<file path="src/design/sdr_pkg.sv">
// ----------------------------------------------------------------------------
// sdr_pkg: shared types and constants for the duplicate removal block
// Default sizes, fixed field widths and the link word passed between cells.
// ----------------------------------------------------------------------------
`default_nettype none

package sdr_pkg;

   localparam int STORE_DEPTH_DEF = 64;
   localparam int VALUE_WIDTH_DEF = 32;
   localparam int ITEM_W          = 32;
   localparam int COUNT_OUT_W     = 7;

   // control word travelling down the cell chain with each value
   typedef struct packed {
      logic valid;
      logic hit;
   } link_type;

endpackage

`default_nettype wire

</file>
<file path="src/design/sdr_req_if.sv">
// ----------------------------------------------------------------------------
// sdr_req_if: input channel
// Valid/ready channel carrying one array element and its start flag.
// ----------------------------------------------------------------------------
`default_nettype none

interface sdr_req_if;
   import sdr_pkg::*;

   logic              valid;
   logic              ready;
   logic [ITEM_W-1:0] item_value;
   logic              starts_array;

   modport source (output valid, output item_value, output starts_array, input ready);
   modport sink   (input valid, input item_value, input starts_array, output ready);

endinterface

`default_nettype wire

</file>
<file path="src/design/sdr_rsp_if.sv">
// ----------------------------------------------------------------------------
// sdr_rsp_if: result channel
// Valid/ready channel carrying the element, its first-seen and overflow flags
// and the running unique count.
// ----------------------------------------------------------------------------
`default_nettype none

interface sdr_rsp_if;
   import sdr_pkg::*;

   logic                   valid;
   logic                   ready;
   logic [ITEM_W-1:0]      out_value;
   logic                   is_first_seen;
   logic [COUNT_OUT_W-1:0] unique_count;
   logic                   store_overflow;

   modport source (output valid, output out_value, output is_first_seen,
                   output unique_count, output store_overflow, input ready);
   modport sink   (input valid, input out_value, input is_first_seen,
                   input unique_count, input store_overflow, output ready);

endinterface

`default_nettype wire

</file>
<file path="src/design/sdr_cell.sv">
// ----------------------------------------------------------------------------
// sdr_cell: one store cell of the compare chain
// Holds one kept value, compares the passing value against it and hands the
// value and the accumulated hit flag to the next cell.
// ----------------------------------------------------------------------------
`default_nettype none

module sdr_cell #(
   parameter int VALUE_WIDTH = 32,
   parameter int COUNT_W     = 7,
   parameter int CELL_INDEX  = 0
) (
   input  wire logic                   clock,
   input  wire logic                   reset,
   input  wire sdr_pkg::link_type      link_i,
   input  wire logic [VALUE_WIDTH-1:0] value_i,
   output sdr_pkg::link_type           link_o,
   output logic      [VALUE_WIDTH-1:0] value_o,
   input  wire logic [COUNT_W-1:0]     count_i,
   input  wire logic                   wr_en_i,
   input  wire logic [VALUE_WIDTH-1:0] wr_data_i
);
   import sdr_pkg::*;

   localparam logic [COUNT_W-1:0] MY_INDEX = COUNT_W'(CELL_INDEX);

   logic [VALUE_WIDTH-1:0] stored_ff;
   logic [VALUE_WIDTH-1:0] value_ff;
   link_type               link_ff;
   link_type               link_in;
   logic                   match;

   // only cells below the kept count hold a value of this array
   assign match = (MY_INDEX < count_i) && (stored_ff == value_i);

   always_comb begin
      link_in.valid = link_i.valid;
      link_in.hit   = link_i.hit | match;
   end

   always_ff @(posedge clock) begin
      if (reset) begin
         link_ff <= '0;
      end else begin
         link_ff <= link_in;
      end
   end

   always_ff @(posedge clock) begin
      value_ff <= value_i;
      if (wr_en_i && (count_i == MY_INDEX)) begin
         stored_ff <= wr_data_i;
      end
   end

   assign link_o  = link_ff;
   assign value_o = value_ff;

endmodule

`default_nettype wire

</file>
<file path="src/design/stable_duplicate_removal.sv">
// ----------------------------------------------------------------------------
// stable_duplicate_removal: order-preserving duplicate removal
// Each element is checked against the unique values kept for the current
// array; new values are appended and flagged, repeats are flagged as such.
// ----------------------------------------------------------------------------
// usage:
//   req carries one element per word plus starts_array, which empties the
//   store before that element. rsp returns one word per element: the element,
//   is_first_seen, the unique count after it and store_overflow when a new
//   value finds the store full.
//   the element walks a chain of STORE_DEPTH cells, one cell per cycle, each
//   comparing it against its kept value. a word passes the entry register,
//   the cells, the pending register and the result register; req is taken
//   again once the result is registered, so a new word is not accepted
//   before the last one has left the chain.
//   reset empties the store (count zero) and drops any word in flight.
//   while rsp is stalled the result holds; one more word may be accepted and
//   walks the chain, then waits until the result register frees.
// ----------------------------------------------------------------------------
`default_nettype none

module stable_duplicate_removal #(
   parameter int STORE_DEPTH = sdr_pkg::STORE_DEPTH_DEF,
   parameter int VALUE_WIDTH = sdr_pkg::VALUE_WIDTH_DEF
) (
   input wire logic clock,
   input wire logic reset,
   sdr_req_if.sink   req,
   sdr_rsp_if.source rsp
);
   import sdr_pkg::*;

   localparam int                 COUNT_W = $clog2(STORE_DEPTH + 1);
   localparam logic [COUNT_W-1:0] DEPTH_C = COUNT_W'(STORE_DEPTH);

   logic                          accept;
   logic [VALUE_WIDTH+ITEM_W-1:0] item_ext;
   logic [COUNT_W+COUNT_OUT_W-1:0] count_ext;

   logic                   busy_ff;
   logic [COUNT_W-1:0]     count_ff;
   logic [COUNT_W-1:0]     count_in;
   logic [ITEM_W-1:0]      item_ff;
   logic                   entry_valid_ff;
   logic [VALUE_WIDTH-1:0] entry_value_ff;
   logic                   pend_valid_ff;
   logic                   pend_hit_ff;
   logic [VALUE_WIDTH-1:0] pend_value_ff;
   logic                   finalize;
   logic                   wr_en;

   logic                   rsp_valid_ff;
   logic [ITEM_W-1:0]      rsp_value_ff;
   logic                   rsp_first_ff;
   logic [COUNT_OUT_W-1:0] rsp_count_ff;
   logic                   rsp_overflow_ff;

   link_type               link    [STORE_DEPTH+1];
   logic [VALUE_WIDTH-1:0] value_w [STORE_DEPTH+1];

   assign accept    = req.valid && req.ready;
   assign req.ready = !busy_ff;
   assign item_ext  = {{VALUE_WIDTH{1'b0}}, req.item_value};

   assign finalize = pend_valid_ff && (!rsp_valid_ff || rsp.ready);
   assign wr_en    = finalize && !pend_hit_ff && (count_ff != DEPTH_C);

   always_comb begin
      count_in = count_ff;
      if (accept && req.starts_array) begin
         count_in = '0;
      end else if (wr_en) begin
         count_in = count_ff + COUNT_W'(1);
      end
   end

   assign count_ext = {{COUNT_OUT_W{1'b0}}, count_in};

   // cell chain
   always_comb begin
      link[0].valid = entry_valid_ff;
      link[0].hit   = 1'b0;
      value_w[0]    = entry_value_ff;
   end

   for (genvar i = 0; i < STORE_DEPTH; i++) begin : g_cell
      sdr_cell #(
         .VALUE_WIDTH (VALUE_WIDTH),
         .COUNT_W     (COUNT_W),
         .CELL_INDEX  (i)
      ) u_cell (
         .clock     (clock),
         .reset     (reset),
         .link_i    (link[i]),
         .value_i   (value_w[i]),
         .link_o    (link[i+1]),
         .value_o   (value_w[i+1]),
         .count_i   (count_ff),
         .wr_en_i   (wr_en),
         .wr_data_i (pend_value_ff)
      );
   end

   // control
   always_ff @(posedge clock) begin
      if (reset) begin
         busy_ff         <= 1'b0;
         count_ff        <= '0;
         entry_valid_ff  <= 1'b0;
         pend_valid_ff   <= 1'b0;
         rsp_valid_ff    <= 1'b0;
      end else begin
         count_ff       <= count_in;
         entry_valid_ff <= accept;
         if (accept) begin
            busy_ff <= 1'b1;
         end else if (finalize) begin
            busy_ff <= 1'b0;
         end
         if (link[STORE_DEPTH].valid) begin
            pend_valid_ff <= 1'b1;
         end else if (finalize) begin
            pend_valid_ff <= 1'b0;
         end
         if (finalize) begin
            rsp_valid_ff <= 1'b1;
         end else if (rsp.ready) begin
            rsp_valid_ff <= 1'b0;
         end
      end
   end

   // payload
   always_ff @(posedge clock) begin
      if (accept) begin
         item_ff        <= req.item_value;
         entry_value_ff <= item_ext[VALUE_WIDTH-1:0];
      end
      if (link[STORE_DEPTH].valid) begin
         pend_hit_ff   <= link[STORE_DEPTH].hit;
         pend_value_ff <= value_w[STORE_DEPTH];
      end
      if (finalize) begin
         rsp_value_ff    <= item_ff;
         rsp_first_ff    <= wr_en;
         rsp_overflow_ff <= !pend_hit_ff && (count_ff == DEPTH_C);
         rsp_count_ff    <= count_ext[COUNT_OUT_W-1:0];
      end
   end

   assign rsp.valid          = rsp_valid_ff;
   assign rsp.out_value      = rsp_value_ff;
   assign rsp.is_first_seen  = rsp_first_ff;
   assign rsp.unique_count   = rsp_count_ff;
   assign rsp.store_overflow = rsp_overflow_ff;

   // checks
   a_count_bound : assert property (@(posedge clock) disable iff (reset)
      count_ff <= DEPTH_C)
      else $error("kept count above store depth");

   a_one_token : assert property (@(posedge clock) disable iff (reset)
      !(entry_valid_ff && pend_valid_ff))
      else $error("two words in flight");

   a_flags_excl : assert property (@(posedge clock) disable iff (reset)
      !(rsp_valid_ff && rsp_first_ff && rsp_overflow_ff))
      else $error("first seen and overflow together");

   a_start_clear : assert property (@(posedge clock) disable iff (reset)
      accept && req.starts_array |=> count_ff == '0)
      else $error("start of array did not empty the store");

endmodule

`default_nettype wire

</file>
<file path="src/flat_wrapper.sv">
// flat-port wrapper written by rule: the top's interface ports become plain ports
module stable_duplicate_removal_flat import sdr_pkg::*;
#(
   parameter int STORE_DEPTH = sdr_pkg::STORE_DEPTH_DEF,
   parameter int VALUE_WIDTH = sdr_pkg::VALUE_WIDTH_DEF
)
  (clock, reset, req_valid, req_item_value, req_starts_array, req_ready, rsp_valid, rsp_out_value, rsp_is_first_seen, rsp_unique_count, rsp_store_overflow, rsp_ready);
  sdr_req_if req_i ();
  sdr_rsp_if rsp_i ();
  input wire logic clock;
  input wire logic reset;
  input wire logic [$bits(req_i.valid)-1:0] req_valid;
  input wire logic [$bits(req_i.item_value)-1:0] req_item_value;
  input wire logic [$bits(req_i.starts_array)-1:0] req_starts_array;
  output wire logic [$bits(req_i.ready)-1:0] req_ready;
  output wire logic [$bits(rsp_i.valid)-1:0] rsp_valid;
  output wire logic [$bits(rsp_i.out_value)-1:0] rsp_out_value;
  output wire logic [$bits(rsp_i.is_first_seen)-1:0] rsp_is_first_seen;
  output wire logic [$bits(rsp_i.unique_count)-1:0] rsp_unique_count;
  output wire logic [$bits(rsp_i.store_overflow)-1:0] rsp_store_overflow;
  input wire logic [$bits(rsp_i.ready)-1:0] rsp_ready;
  assign req_i.valid = req_valid;
  assign req_i.item_value = req_item_value;
  assign req_i.starts_array = req_starts_array;
  assign req_ready = req_i.ready;
  assign rsp_valid = rsp_i.valid;
  assign rsp_out_value = rsp_i.out_value;
  assign rsp_is_first_seen = rsp_i.is_first_seen;
  assign rsp_unique_count = rsp_i.unique_count;
  assign rsp_store_overflow = rsp_i.store_overflow;
  assign rsp_i.ready = rsp_ready;
  stable_duplicate_removal #(.STORE_DEPTH(STORE_DEPTH), .VALUE_WIDTH(VALUE_WIDTH)) u_core (.clock(clock), .reset(reset), .req(req_i), .rsp(rsp_i));
endmodule
</file>
<file path="config.mk">
export PLATFORM = sky130hd
export DESIGN_NAME = stable_duplicate_removal_flat
export DESIGN_NICKNAME = d
export VERILOG_FILES = /design/src/design/sdr_pkg.sv /design/src/design/sdr_req_if.sv /design/src/design/sdr_rsp_if.sv /design/src/design/sdr_cell.sv /design/src/design/stable_duplicate_removal.sv /design/src/flat_wrapper.sv
export SDC_FILE = /design/constraint.sdc
export NUM_CORES = 2
export LEC_CHECK = 0
export BUFFER_PORTS_ARGS = -buffer_cell sky130_fd_sc_hd__buf_2
export CAP_MARGIN = 20
export CORE_MARGIN = 2
export CORE_UTILIZATION = 30
export DETAILED_ROUTE_END_ITERATION = 8
export MAX_ROUTING_LAYER = met4
export PLACE_DENSITY = 0.57
export SKIP_LAST_GASP = 1
export SLEW_MARGIN = 25
export SYNTH_ARGS = -nofsm -noshare
export SYNTH_HDL_FRONTEND = slang
export SYNTH_SLANG_ARGS = --single-unit
</file>
<file path="constraint.sdc">
create_clock -name clock -period 4.75 [get_ports clock]
set_input_delay 0.475 -clock clock [delete_from_list [all_inputs] [get_ports clock]]
set_output_delay 0.475 -clock clock [all_outputs]
set_load 0.05 [all_outputs]
</file>
==> flow_results.org <==
** Outcome
- Status :: completed

** Timing
- Static timing analysis puts the maximum clock frequency at 274 MHz.
- On the final layout, the worst clock skew is ~0.065 ns.
- Worst hold margin :: roughly 0.13 ns
- The worst path meets setup with 1.10 ns of slack.
- The count of final hold-check violations is 0.
- Final slew viol count :: 0
- Setup repair after global routing left no endpoint under its margin.
- Crit share post-route :: 0.768
- For the pin with the worst max-slew slack, the measured transition is 1.12 ns.
- Setup-failing EPs final :: 0
- Headroom to the max-slew limit came out at 0.251.
- The smallest clock period supported by the final layout is computed as 3.65 ns.

** Clock network
- Post-cts repair resize count :: 0
- After clock tree synthesis, the clock-pin slew on the worst setup and hold paths is 0.07 ns.
- The clock passes through at most 4 buffers.
- Counting the buffers created by CTS gives 416.
- Clock latency on the worst-skew pair, taken at its later pin, is 0.97 ns.
- The H-tree generated during clock tree synthesis spans 5 levels.
- CTS tree :: yes
- The tree is rooted in a clkbuf_16.
- Clock sink count :: 4341

** Synthesis
- Most area-consuming cells after synthesis :: edfxtp_1 (49%), dfxtp_1 (33%), xnor2_1 (7.5%), xor2_1 (6.0%), nand4_1 (1.5%)
- The synthesized design contains 4341 register bits.
- The cell area that synthesis handed to floorplanning was between 100000 and 150000 um2.
- Syn Inst Count :: 7473
- Yosys mapped a number of flops with a built-in enable equal to 2154.
- A synthesized cell averages 17.8 um2.
- After synthesis, the largest family of logic cells by area is XOR/XNOR gates.
- For this run, asynchronously set or reset flops after synthesis account for 0.
- For this run, the leading register cell type out of synthesis is dfxtp_1.
- Sorting the synthesized cells by how often they occur yields dfxtp_1 (2187), edfxtp_1 (2154), xnor2_1 (1136).
- Area fraction in compound gates after synthesis :: 0.00770
- During synthesis, Yosys emitted a total of 0 warnings.
- When the netlist entered floorplanning its net count stood at 7514.
- Multiplexer area fraction after synthesis :: 0.0000753
- Adder and majority gate portion of the synthesized area :: 0.000376
- Count of unique library cells instantiated by Yosys :: 48
- Synth Area in Simple Gates :: 0.0397
- Area share of the largest cell type after synthesis :: 0.486
- dfxtp_1 is the most common cell in the netlist.
- Synth area leader :: edfxtp_1
- Sequential area share after synthesis :: 0.815
- Parity-gate share of the synthesized area counting xor and xnor cells :: 0.135

** Placement
- Number of buffers added on ports :: 79
- Worst slack, placed :: roughly 1.1 ns
- Placer Congestion :: 0.833
- Detailed placement ended at an HPWL of 221 mm.

** Critical path
- Data required time at the worst endpoint :: approximately 5.3 ns
- Setup crit start :: u_core.count_ff[2]
- Setup slack, reg-to-reg :: 1.10 ns
- Type of the setup path with the least slack :: reg2reg
- Following the worst setup path forward leads to its endpoint at u_core.g_cell[44].u_cell.stored_ff[18].
- The worst register-to-register path begins at u_core.count_ff[2].
- Worst Setup End Kind :: register
- Counting cells, the worst reg-to-reg path comes to 3.
- Arrival time worst endpoint :: between 4 and 5 ns
- Endpoint of the lowest-slack register-to-register path :: u_core.g_cell[44].u_cell.stored_ff[18]
- Maximum fanout along the worst path :: 32
- Startpoint kind of the worst setup timing path :: register

** Global route
- Global route overflow :: 0
- GR Util met1 :: 0.213
- Most Used Layer, Global Route :: met2
- For met3 alone, demand over resource in global routing was 0.0216.
- The via count of the first global-routing pass was 63200.
- Global routing met2 resource utilization :: 0.252
- Maximum number of pins on one net before global-route repair :: 88
- First-pass GRT wire length :: a little under 500 mm
- The initial antenna violation count is 48.
- In the global route stage, overall resource usage came out at 0.158.

** Power
- Static leakage :: 45.4 nW
- For this design the ratio of total power to cell area is 479 nW/um2.
- Peak ir drop on the vdd network :: 369 uV

** Die
- Height of the chip :: 670 um
- During I/O placement, the number of pins put on the boundary was 80.
- The region available for standard cell placement spans 441000 um2.
- Effective utilization at floorplan :: 0.301
- The floorplan has 244 rows.
- The die covers 449000 um2.
- The die is between 600 and 700 um wide.

** Routing
- Before antenna repair, the detailed router went through 5 iterations.
- Using the TritonRoute via totals, the vias-per-cell ratio works out to 4.39.
- WL/cell :: between 20 and 25 um
- After detailed routing, the number of remaining DRC violations is 0.
- DR vias :: ~63000
- The detailed router finished its first iteration with 6540 violations.
- Total Routed Length :: 354 mm
- The count of nets left with antenna violations once routing finished came out at 0.

** Final layout
- Of the cells placed in the final design, the portion with a size suffix greater than 1 is 0.113.
- Counting the fill cells in the layout gives 41200.
- Final core utilization :: 0.356
- Relative to the synthesized area, the layout overhead comes to 18.0%.
- NumNets Final :: 8126

** Run
- Max-cap violations in this run came to 0.

** Hold path
- In this run the worst hold path is classified as in2reg.
- The worst hold path was traced through 4 stages.
==> registers in the layout, indices dropped and copies added (netlist names), 7 cells and up <==
| name | flops |
|---|---|
| u_core.g_cell.u_cell.value_o | 2048 |
| u_core.g_cell.u_cell.stored_ff | 2048 |
| u_core.entry_value_ff | 32 |
| u_core.g_cell.u_cell.link_o | 128 |
| u_core.count_ff | 7 |
| u_core.pend_value_ff | 32 |
| u_core.rsp.unique_count | 7 |
| u_core.rsp.out_value | 32 |
==> placed cells by master, fill, tap and decap left out, types with 12 or more instances in the layout <==
master and count:
dfxtp_1 2185, edfxtp_1 2154, xnor2_1 1136, xor2_1 917, clkbuf_16 422, nand4_1 325
nor4_1 260, clkinv_2 94, buf_4 91, clkbuf_1 78, buf_2 78, nor2b_1 67
clkbuf_8 60, nor3_1 42, nand3_1 40, bufinv_16 40, clkinv_1 39, nor2_1 34
dlygate4sd3_1 34, o2bb2ai_1 33, nor2_4 26, buf_12 26, diode_2 25, nor2_2 22
nand2_1 21, a2111oi_0 21, a32o_1 14, o21ai_0 12, clkinvlp_4 12
==> how the worst min path moves through the flow <==
stage	start	slack [ns]	to
6_report	rsp_ready	0.13	u_core.rsp.valid
5_1_grt	rsp_ready	0.14	u_core.rsp.valid
4_1_cts	req_item_value[17]	0.13	u_core.entry_value_ff[17]
3_5_place_dp	u_core.g_cell[53].u_cell.value_o[1]	0.35	u_core.g_cell[54].u_cell.value_o[1]
3_3_place_gp	u_core.g_cell[52].u_cell.value_o[30]	0.35	u_core.g_cell[53].u_cell.value_o[30]
2_1_floorplan	u_core.g_cell[9].u_cell.value_o[0]	0.35	u_core.g_cell[10].u_cell.value_o[0]
==> critical path, cell delays in order, from the launching register on <==
cell and delay (ns):
dfxtp_1 0.95, and2_1 0.55, nand2_1 0.72, nor2_4 1.00
==> timing repair <==
action | CTS | global route
hold endpoints to repair | 40 | 0
hold buffers | 34 | 0
setup buffers | 0 | 0
==> cell type report <==
cell class,count,area [um2],area share
well taps,5904,7390,0.0470
inverters,11,43.8,0.000279
multi-input cells,3081,24700,0.158
clock inverters,225,2600,0.0166
clock buffers,560,11700,0.0744
repair buffers,234,2030,0.0129
diodes,25,62.6,0.000398
flip-flops and latches,4341,108000,0.691
==> per-layer routing <==
metal | vias up | share of wire
met2 | 2178 | 0.47
met5 | - | 0
met1 | 32600 | 0.44
met3 | 453 | 0.066
met4 | 0 | 0.022
li1 | 28000 | -
==> power breakdown <==
| group | total, mW | internal, mW | leakage [nW] | switching [mW] |
|---|---|---|---|---|
| sequential | 40.5 | 39.7 | 30.5 | 0.771 |
| combinational | 0.794 | 0.437 | 7.91 | 0.357 |
| clock | 33.9 | 19.6 | 7.03 | 14.3 |
| total | 75.2 | 59.7 | 45.4 | 15.5 |
==> stage by stage <==
step / total power [mW] / area, um2 / instances / setup TNS, ns
final: 75.2 / 157000 / 14400 / 0
after global routing: 77.2 / 157000 / 14400 / 0
after CTS: 75.6 / 157000 / 14400 / 0
after detailed placement: 42.0 / 142000 / 13500 / 0
after global placement: 42.0 / 142000 / 13500 / 0
after floorplan: 41.4 / 133000 / 7473 / -26.83
==> logic make-up (layout without fill, tap and decap cells) <==
logic type,Yosys count,in the layout
AND/OR/NAND/NOR,896,896
adder cells (fa/ha/maj),4,4
multiplexers,1,1
XOR/XNOR,2053,2053
other,0,25
buffers and inverters,51,1030
AO/OA/AOI/OAI,127,127
flip-flops,4341,4341
Power figures use the tool's default switching activity.
